$ cat src/sv/sps_pkg.sv
package sps_pkg;

    localparam int MAX_ELEMENTS_DEF = 4096;

    localparam int VALUE_W = 31;
    localparam int SUM_W   = 32;
    localparam int COUNT_W = 30;

    localparam logic [COUNT_W-1:0] PAIR_MOD = 30'd1000000007;

    typedef enum logic [3:0] {
        ST_LOAD,
        ST_START,
        ST_LOOP,
        ST_EVAL,
        ST_LREQ,
        ST_LCHK,
        ST_RREQ,
        ST_RCHK,
        ST_ACC,
        ST_WAIT,
        ST_DONE
    } walk_state_t;

    typedef enum logic [1:0] {
        ACC_IDLE,
        ACC_ADD,
        ACC_RED
    } acc_phase_t;

    typedef struct packed {
        logic start;
        logic half;
    } acc_req_t;

    typedef struct packed {
        logic done;
    } acc_rsp_t;

endpackage

$ cat src/sv/sps_mod_acc.sv
module sps_mod_acc
    import sps_pkg::*;
#(
    parameter int CW = 13
)(
    input  logic               clk,
    input  logic               rst_n,
    input  acc_req_t           req,
    input  logic [CW-1:0]      op_a,
    input  logic [CW-1:0]      op_b,
    input  logic [COUNT_W-1:0] count_in,
    output acc_rsp_t           rsp,
    output logic [COUNT_W-1:0] sum_out
);

    localparam int PW = 2 * CW;
    localparam int SW = ((PW > COUNT_W) ? PW : COUNT_W) + 1;

    acc_phase_t     phase_reg, phase_next;
    logic [PW-1:0]  prod_reg;
    logic           half_reg;
    logic [SW-1:0]  acc_reg, acc_next;
    logic [SW-1:0]  term;
    logic           below_mod;

    always_ff @(posedge clk or negedge rst_n)
    begin
        if (!rst_n)
        begin
            phase_reg <= ACC_IDLE;
        end
        else
        begin
            phase_reg <= phase_next;
        end
    end

    always_ff @(posedge clk)
    begin
        if (phase_reg == ACC_IDLE && req.start)
        begin
            prod_reg <= op_a * op_b;
            half_reg <= req.half;
        end
        acc_reg <= acc_next;
    end

    assign term      = half_reg ? SW'(prod_reg >> 1) : SW'(prod_reg);
    assign below_mod = acc_reg < SW'(PAIR_MOD);
    assign sum_out   = acc_reg[COUNT_W-1:0];

    always_comb
    begin
        phase_next = phase_reg;
        acc_next   = acc_reg;
        rsp.done   = 1'b0;
        case (phase_reg)
            ACC_IDLE:
            begin
                if (req.start)
                begin
                    phase_next = ACC_ADD;
                end
            end
            ACC_ADD:
            begin
                acc_next   = SW'(count_in) + term;
                phase_next = ACC_RED;
            end
            ACC_RED:
            begin
                if (below_mod)
                begin
                    rsp.done   = 1'b1;
                    phase_next = ACC_IDLE;
                end
                else
                begin
                    acc_next = acc_reg - SW'(PAIR_MOD);
                end
            end
            default:
            begin
                phase_next = ACC_IDLE;
            end
        endcase
    end

endmodule

$ cat config.mk
export PLATFORM = sky130hd
export DESIGN_NAME = sps_mod_acc
export DESIGN_NICKNAME = d
export VERILOG_FILES = /design/src/sv/sps_pkg.sv /design/src/sv/sps_mod_acc.sv
export SDC_FILE = /design/constraint.sdc
export NUM_CORES = 1
export LEC_CHECK = 0
export BUFFER_PORTS_ARGS = -buffer_cell sky130_fd_sc_hd__clkbuf_2
export CORE_ASPECT_RATIO = 1.2
export CORE_MARGIN = 1
export CORE_UTILIZATION = 50
export DETAILED_ROUTE_END_ITERATION = 7
export HOLD_SLACK_MARGIN = 0.06
export PLACE_DENSITY = 0.69
export SLEW_MARGIN = 20
export SYNTH_ARGS = -nofsm -noshare
export SYNTH_HDL_FRONTEND = slang
export SYNTH_SLANG_ARGS = --single-unit
$ cat constraint.sdc
create_clock -name clk -period 5 [get_ports clk]
set_input_delay 0.25 -clock clk [delete_from_list [all_inputs] [get_ports clk]]
set_output_delay 0.25 -clock clk [all_outputs]
set_load 0.05 [all_outputs]
==> impl_metrics.py, run 1 <==
metrics = {
    "outcome": {
        "status": "finished clean",
    },
    "routing": {
        "first_iter_violations": 300,
        "vias": 7947,
        "ant_nets": 0,
        "wl_per_cell_um": 13.5,
        "first_pass_iters": 5,
        "vias_per_cell": 5.10,
        "drc": 0,
        "routed_wl_mm": 21.1,
    },
    "hold_path": {
        "min_path_type": "in2reg",
    },
    "global_routing": {
        "antenna_found_initial": 0,
        "grt_usage_pct": 21.0,
        "grt_pass1_wl_mm": 36.3,
        "grt_pass1_vias": 8238,
        "grt_start_max_net_pins": 45,
        "grt-ovfl-total": 0,
    },
    "worst_setup_path": {
        "critPathLaunchType": "input pin",
        "crit_fanout": 7,
        "crit_type": "in2reg",
        "cp-end-kind": "register",
        "critPathArrivalTime_ps": 5070,
        "crit_required_ps": 5080,
        "r2r_slack_ps": 1400,
    },
    "timing": {
        "hold_violations": 0,
        "clock_skew_ps": 9.42,
        "final-setup-viol-count": 0,
        "report.final.slew_viol_count": 0,
        "holdWs_ps": 87.7,
        "rsz0062_at_grt": "true",
        "finalSetupTns_ps": 0,
        "slew-limit-headroom_pct": 65.5,
        "period_needed_ps": 4990,
        "max_slew.worst_pin.slew_ps": 514,
        "fmax_ghz": 0.201,
        "setup_slack_ps": 14.9,
        "finalCritPeriodShare_pct": 99.7,
    },
    "logic_synthesis": {
        "syn_inst": 1163,
        "ys_top_cells_by_area": "fa_1 (24%), edfxtp_1 (17%), ha_1 (12%)",
        "yosysSeqAreaShare_pct": 17.4,
        "yosys.area_share.simple_pct": 16.2,
        "yosysUniqueCellTypes": 61,
        "synth_fa_ha_area_share_pct": 35.6,
        "synth.top_cell.area_share_pct": 23.7,
        "synth_top_family_by_area": "adder cells",
        "synthMuxAreaShare_pct": 3.02,
        "synth_edf_count": 58,
        "synthXorXnorAreaFrac_pct": 5.69,
        "ys.flop_type": "edfxtp_1",
        "netlist_top_cells_count": "inv_1 (194), nand2_1 (131), fa_1 (122), ha_1 (98), and2_1 (83)",
        "ys_warn_count": 0,
        "yosysMostFrequentCell": "inv_1",
        "ys_seq_elements": 60,
        "synth_compound_area_share_pct": 11.4,
        "yosysTopAreaCell": "fa_1",
        "synth-async-reset-ratio_pct": 3.33,
        "avgSynthCellArea_sq_um": 8.87,
        "synth_area_sq_um": 10300,
        "syn_nets": 1443,
    },
    "die": {
        "ios": 91,
        "num_rows": 57,
        "coreArea_sq_um": 20300,
        "die_area_sq_um": 21200,
        "start_util_pct": 50.9,
        "die_x_um": 133,
        "die_h_um": 159,
    },
    "run": {
        "maxCapViolCount": 0,
    },
    "clocking": {
        "cts_buffers": 9,
        "cts_root_buf": "clkbuf_16",
        "clk_pin_slew_ps": 50,
        "clk_path_buf_depth": 2,
        "cts.sinks": 60,
        "cts_tree": "done",
        "clkLatencyLatePin_ps": 340,
        "h-tree-depth": 3,
    },
    "finish": {
        "nNetsFinal": 1569,
        "seq_area_sq_um": 1790,
        "fill_cells": 1816,
        "multi_input_area_sq_um": 7520,
        "largest_reg_flops": 31,
        "postLayoutCoreUtil_pct": 59.0,
        "syn_to_final_growth_pct": 15.8,
        "n_antenna_cell": 0,
        "drive_gt1_share_pct": 20.1,
    },
    "placement": {
        "place_hpwl_mm": 18.1,
        "port-buffer-count": 90,
        "gp_congestion": 0.869,
        "place_ws_ps": -505,
    },
    "power": {
        "power.density_nw_per_um2": 723,
        "ir_worst_vdd_mv": 0.513,
        "leakage_nw": 5.81,
    },
}
-- timing repair --
action                     in CTS  in global routing
buffers inserted                1                  2
hold endpoints to repair        2                  0
gates resized for setup         9                 14
pin swaps                      11                 10
setup endpoints to repair       1                  4
hold buffers                    1                  0
-- metrics by stage --
step	area [sq um]	std cells	total power [mW]
after global placement	11500	1539	7.72
after CTS	11900	1557	8.64
final	11900	1559	8.64
after detailed placement	11500	1539	7.85
after global routing	11900	1559	9.54
after floorplan	10400	1163	6.22
-- where the power goes --
group | internal [mW] | switching (mW) | leakage (nW) | total [mW]
Sequential | 1.11 | 0.223 | 0.572 | 1.33
Combinational | 3.07 | 3.54 | 5.08 | 6.61
Clock | 0.484 | 0.211 | 0.163 | 0.696
-- critical path, cell delays in order --
cell and delay [ps]:
buf_8 110, and2_4 150, fa_1 530, inv_1 50, fa_1 470, inv_1 50, fa_1 510, inv_2 50
fa_1 460, fa_1 500, inv_2 40, ha_4 200, o21a_1 200, and4_4 150, a211o_1 290, a221oi_2 310
o31ai_2 140, a2111oi_2 350, a211oi_2 90, xor2_1 150
-- area by class of cell --
class,count,share of cell area (%)
clock buffer,11,1.95
clock inverter,5,0.838
inverter,194,6.09
multi-input combinational,837,63.0
sequential,60,15.0
tap,265,2.78
timing repair buffer,187,10.4
-- final timing paths --
kind / end / from / cells after the start
worst max-delay path: prod_reg[24] / op_b[2] / 20
worst min-delay path: half_reg / req[0] / 1
worst max register to register: acc_reg[28] / half_reg / 13
worst min register to register: phase_reg[0] / phase_reg[0] / 1
max in group asynchronous: phase_reg[1] / rst_n / 2
min in group asynchronous: phase_reg[0] / rst_n / 2
-- placed cells by master, fill, tap and decap left out, types with 3 or more instances in the layout --
master,instances
inv_1,191
nand2_1,131
fa_1,122
ha_1,93
buf_4,93
clkbuf_2,83
and2_1,79
a21oi_1,60
edfxtp_1,58
nor2_1,53
xnor2_1,50
o21ai_0,29
mux2_2,25
a21o_1,24
nand3_1,19
xor2_1,17
o21bai_1,10
nor3_1,9
clkbuf_16,9
a31oi_1,8
nor2b_1,7
nand2b_1,6
and3_1,6
nand4_1,6
o21a_1,5
o21ai_1,5
ha_4,5
and2_4,4
a21oi_2,4
o211ai_1,4
a211oi_1,4
or3_1,4
inv_2,3
mux2i_1,3
and4_1,3
or2_2,3
bufinv_16,3
clkbuf_8,3
-- layer usage --
| layer | track usage, % | vias to the layer above | share of wire (%) |
|---|---|---|---|
| li1 | - | 3999 | - |
| met1 | 24.3 | 3775 | 43 |
| met2 | 39.8 | 139 | 52 |
| met3 | 2.16 | 34 | 2.8 |
| met4 | 6.92 | 0 | 2.3 |
| met5 | 0 | - | 0 |
-- logic make-up after synthesis --
group	after synthesis
simple gates	339
buf+inv	266
fa+ha+maj	220
compound gates	183
xor+xnor	67
flops	60
mux	28
Power figures use the tool's default switching activity.
==> run 2, diff against run 1 <==
--- a/config.mk
+++ b/config.mk
@@ -5,7 +5,7 @@
 export SDC_FILE = /design/constraint.sdc
 export NUM_CORES = 1
 export LEC_CHECK = 0
-export BUFFER_PORTS_ARGS = -buffer_cell sky130_fd_sc_hd__clkbuf_2
+export BUFFER_PORTS_ARGS = -buffer_cell sky130_fd_sc_hd__buf_2
 export CORE_ASPECT_RATIO = 1.2
 export CORE_MARGIN = 1
 export CORE_UTILIZATION = 50
==> run 2 against run 1 <==
Combinational power grew 4.2%. Highest routed layer unchanged. Count of clock-buffer cells in the layout up 2. Largest cell class unchanged. Sequential power about the same. Clock skew decreased by 5.3 ps. Hold slack improved by 17 ps. Utilization rose by 0.11 points. Critical path depth did not move. Cell count barely moved. First-iteration DRC count decreased by 4.7%. Die area is the same.
==> impl_metrics.py, run 2 (synthesis gave the netlist of run 1 again) <==
metrics = {
    "outcome": {
        "status": "finished clean",
    },
    "finish": {
        "largest_reg_flops": 31,
        "n_antenna_cell": 0,
        "instances_no_fill": 1560,
        "postLayoutCoreUtil_pct": 59.1,
        "fin_area_sq_um": 12000,
        "syn_to_final_growth_pct": 16.0,
        "drive_gt1_share_pct": 20.8,
        "final_common_cell": "inv_1",
        "nNetsFinal": 1570,
        "final_cell_mix": "inv_1 (189), nand2_1 (130), fa_1 (121), buf_4 (95), ha_1 (93)",
    },
    "worst_setup_path": {
        "cp-end-kind": "register",
        "reg2regPathDepth": 13,
        "crit_type": "in2reg",
        "r2r_slack_ps": 1400,
        "critPathArrivalTime_ps": 5060,
        "r2r-end": "acc_reg[28]",
        "critical-path-max-stage-delay_ps": 540,
        "crit_path_cell_trace": "buf_6, buf_4, and2_4, fa_1, inv_1, fa_1, inv_1, fa_1, fa_1, inv_1, fa_1, inv_1, ha_4, and4_4, a211o_1, a221oi_4, o31ai_4, a2111oi_4, a211oi_2, xor2_1",
        "crit_required_ps": 5070,
        "rr_startpoint": "half_reg",
        "crit_path_frequent_cell": "fa_1",
        "critPathLaunchType": "input pin",
        "cpMaxStageDelayCell": "fa_1",
        "crit_fanout": 6,
    },
    "placement": {
        "place_ws_ps": -471,
        "gp_congestion": 0.911,
        "place_hpwl_mm": 18.5,
        "port-buffer-count": 90,
        "dp.cells": 1540,
        "placed_area_sq_um": 11500,
    },
    "hold_path": {
        "hold_path_depth": 1,
        "hp-start": "req[0]",
        "min_path_type": "in2reg",
        "hold_end": "half_reg",
    },
    "timing": {
        "max_slew.worst_pin.slew_ps": 636,
        "finalSetupTns_ps": 0,
        "report.final.slew_viol_count": 0,
        "setup_slack_ps": 7.35,
        "clock_skew_ps": 4.14,
        "holdWs_ps": 105,
        "final-setup-viol-count": 0,
        "slew-limit-headroom_pct": 56.5,
        "rsz0062_at_grt": "true",
        "fmax_ghz": 0.200,
        "hold_violations": 0,
        "period_needed_ps": 4990,
        "finalCritPeriodShare_pct": 99.9,
    },
    "die": {
        "die_h_um": 159,
        "coreArea_sq_um": 20300,
        "start_util_pct": 50.9,
        "die_area_sq_um": 21200,
        "die_x_um": 133,
        "ios": 91,
        "num_rows": 57,
    },
    "routing": {
        "vias": 8015,
        "first_pass_iters": 4,
        "drc": 0,
        "wl_met1_mm": 9.25,
        "ant_nets": 0,
        "first_iter_violations": 286,
        "routed_wl_mm": 21.6,
        "dr_wl_met2_mm": 11.2,
        "vias_per_cell": 5.14,
        "met3WireLength_um": 528,
        "wl_per_cell_um": 13.8,
        "topRoutingLayerUsed": "met4",
    },
    "clocking": {
        "cts_buffers": 9,
        "clk_path_buf_depth": 2,
        "cts_tree": "done",
        "clkLatencyLatePin_ps": 320,
        "cts.sinks": 60,
        "h-tree-depth": 3,
        "cts_root_buf": "clkbuf_16",
        "clk_pin_slew_ps": 50,
    },
    "global_routing": {
        "antenna_found_initial": 0,
        "grt_pass1_wl_mm": 37.1,
        "grt_pass1_vias": 8392,
        "grt-ovfl-total": 0,
        "grt_usage_pct": 21.4,
        "grt_start_max_net_pins": 45,
    },
    "run": {
        "maxCapViolCount": 0,
    },
    "power": {
        "leakage_nw": 5.78,
        "finalPower_mw": 8.79,
        "ir_worst_vdd_mv": 0.424,
        "power.density_nw_per_um2": 734,
    },
}
run 2: cell count changes in the layout (fill, tap and decap cells not counted), moves of 3 or more:
| cell | previous run | this run |
|---|---|---|
| clkbuf_8 | 3 | 0 |
| buf_2 | 2 | 84 |
| buf_6 | 2 | 5 |
| clkbuf_2 | 83 | 0 |
run 2: layout make-up:
type                    instances  area, sq um
well taps                     265          332
clock inverters                 3         37.5
clock buffers                  13          240
multi-input cells             837         7610
repair buffers                188         1230
fillers                      1814         8280
flip-flops and latches         60         1790
inverters                     194          728
run 2: worst max-delay path by stage:
stage                 start           end  slack [ps]
floorplan           op_a[7]  prod_reg[24]        -240
global placement    op_a[7]  prod_reg[24]        -370
detailed placement  op_a[7]  prod_reg[24]        -470
CTS                 op_a[7]  prod_reg[24]         -20
global route        op_a[6]  prod_reg[24]        -160
finish              op_b[1]  prod_reg[24]           7
run 2: worst max-delay path, delay by kind of cell:
family / cells / cell delay [ps]
fa+ha+maj: 6 / 2700
compound gates: 5 / 1200
xor+xnor: 1 / 150
simple gates: 2 / 320
buf+inv: 6 / 450
run 2: where the power goes:
group          internal [mW]  total (mW)  switching, mW  leakage [nW]
logic                   3.19        6.89           3.70          5.07
clock network          0.381       0.570          0.189         0.133
registers               1.11        1.33          0.218         0.572
total                   4.68        8.79           4.11          5.78
run 2: routing by layer:
metal / global-route usage, % / up-vias
met5: 0 / -
met3: 1.91 / 44
li1: - / 4003
met2: 39.3 / 137
met1: 25.5 / 3831
met4: 8.83 / 0
run 2: repair_timing:
action	4_1_cts	5_1_grt
hold endpoints to repair	2	0
setup buffers	2	1
pin swaps	13	12
gates resized for setup	15	27
endpoints found under the setup margin	2	4
hold buffers	1	0
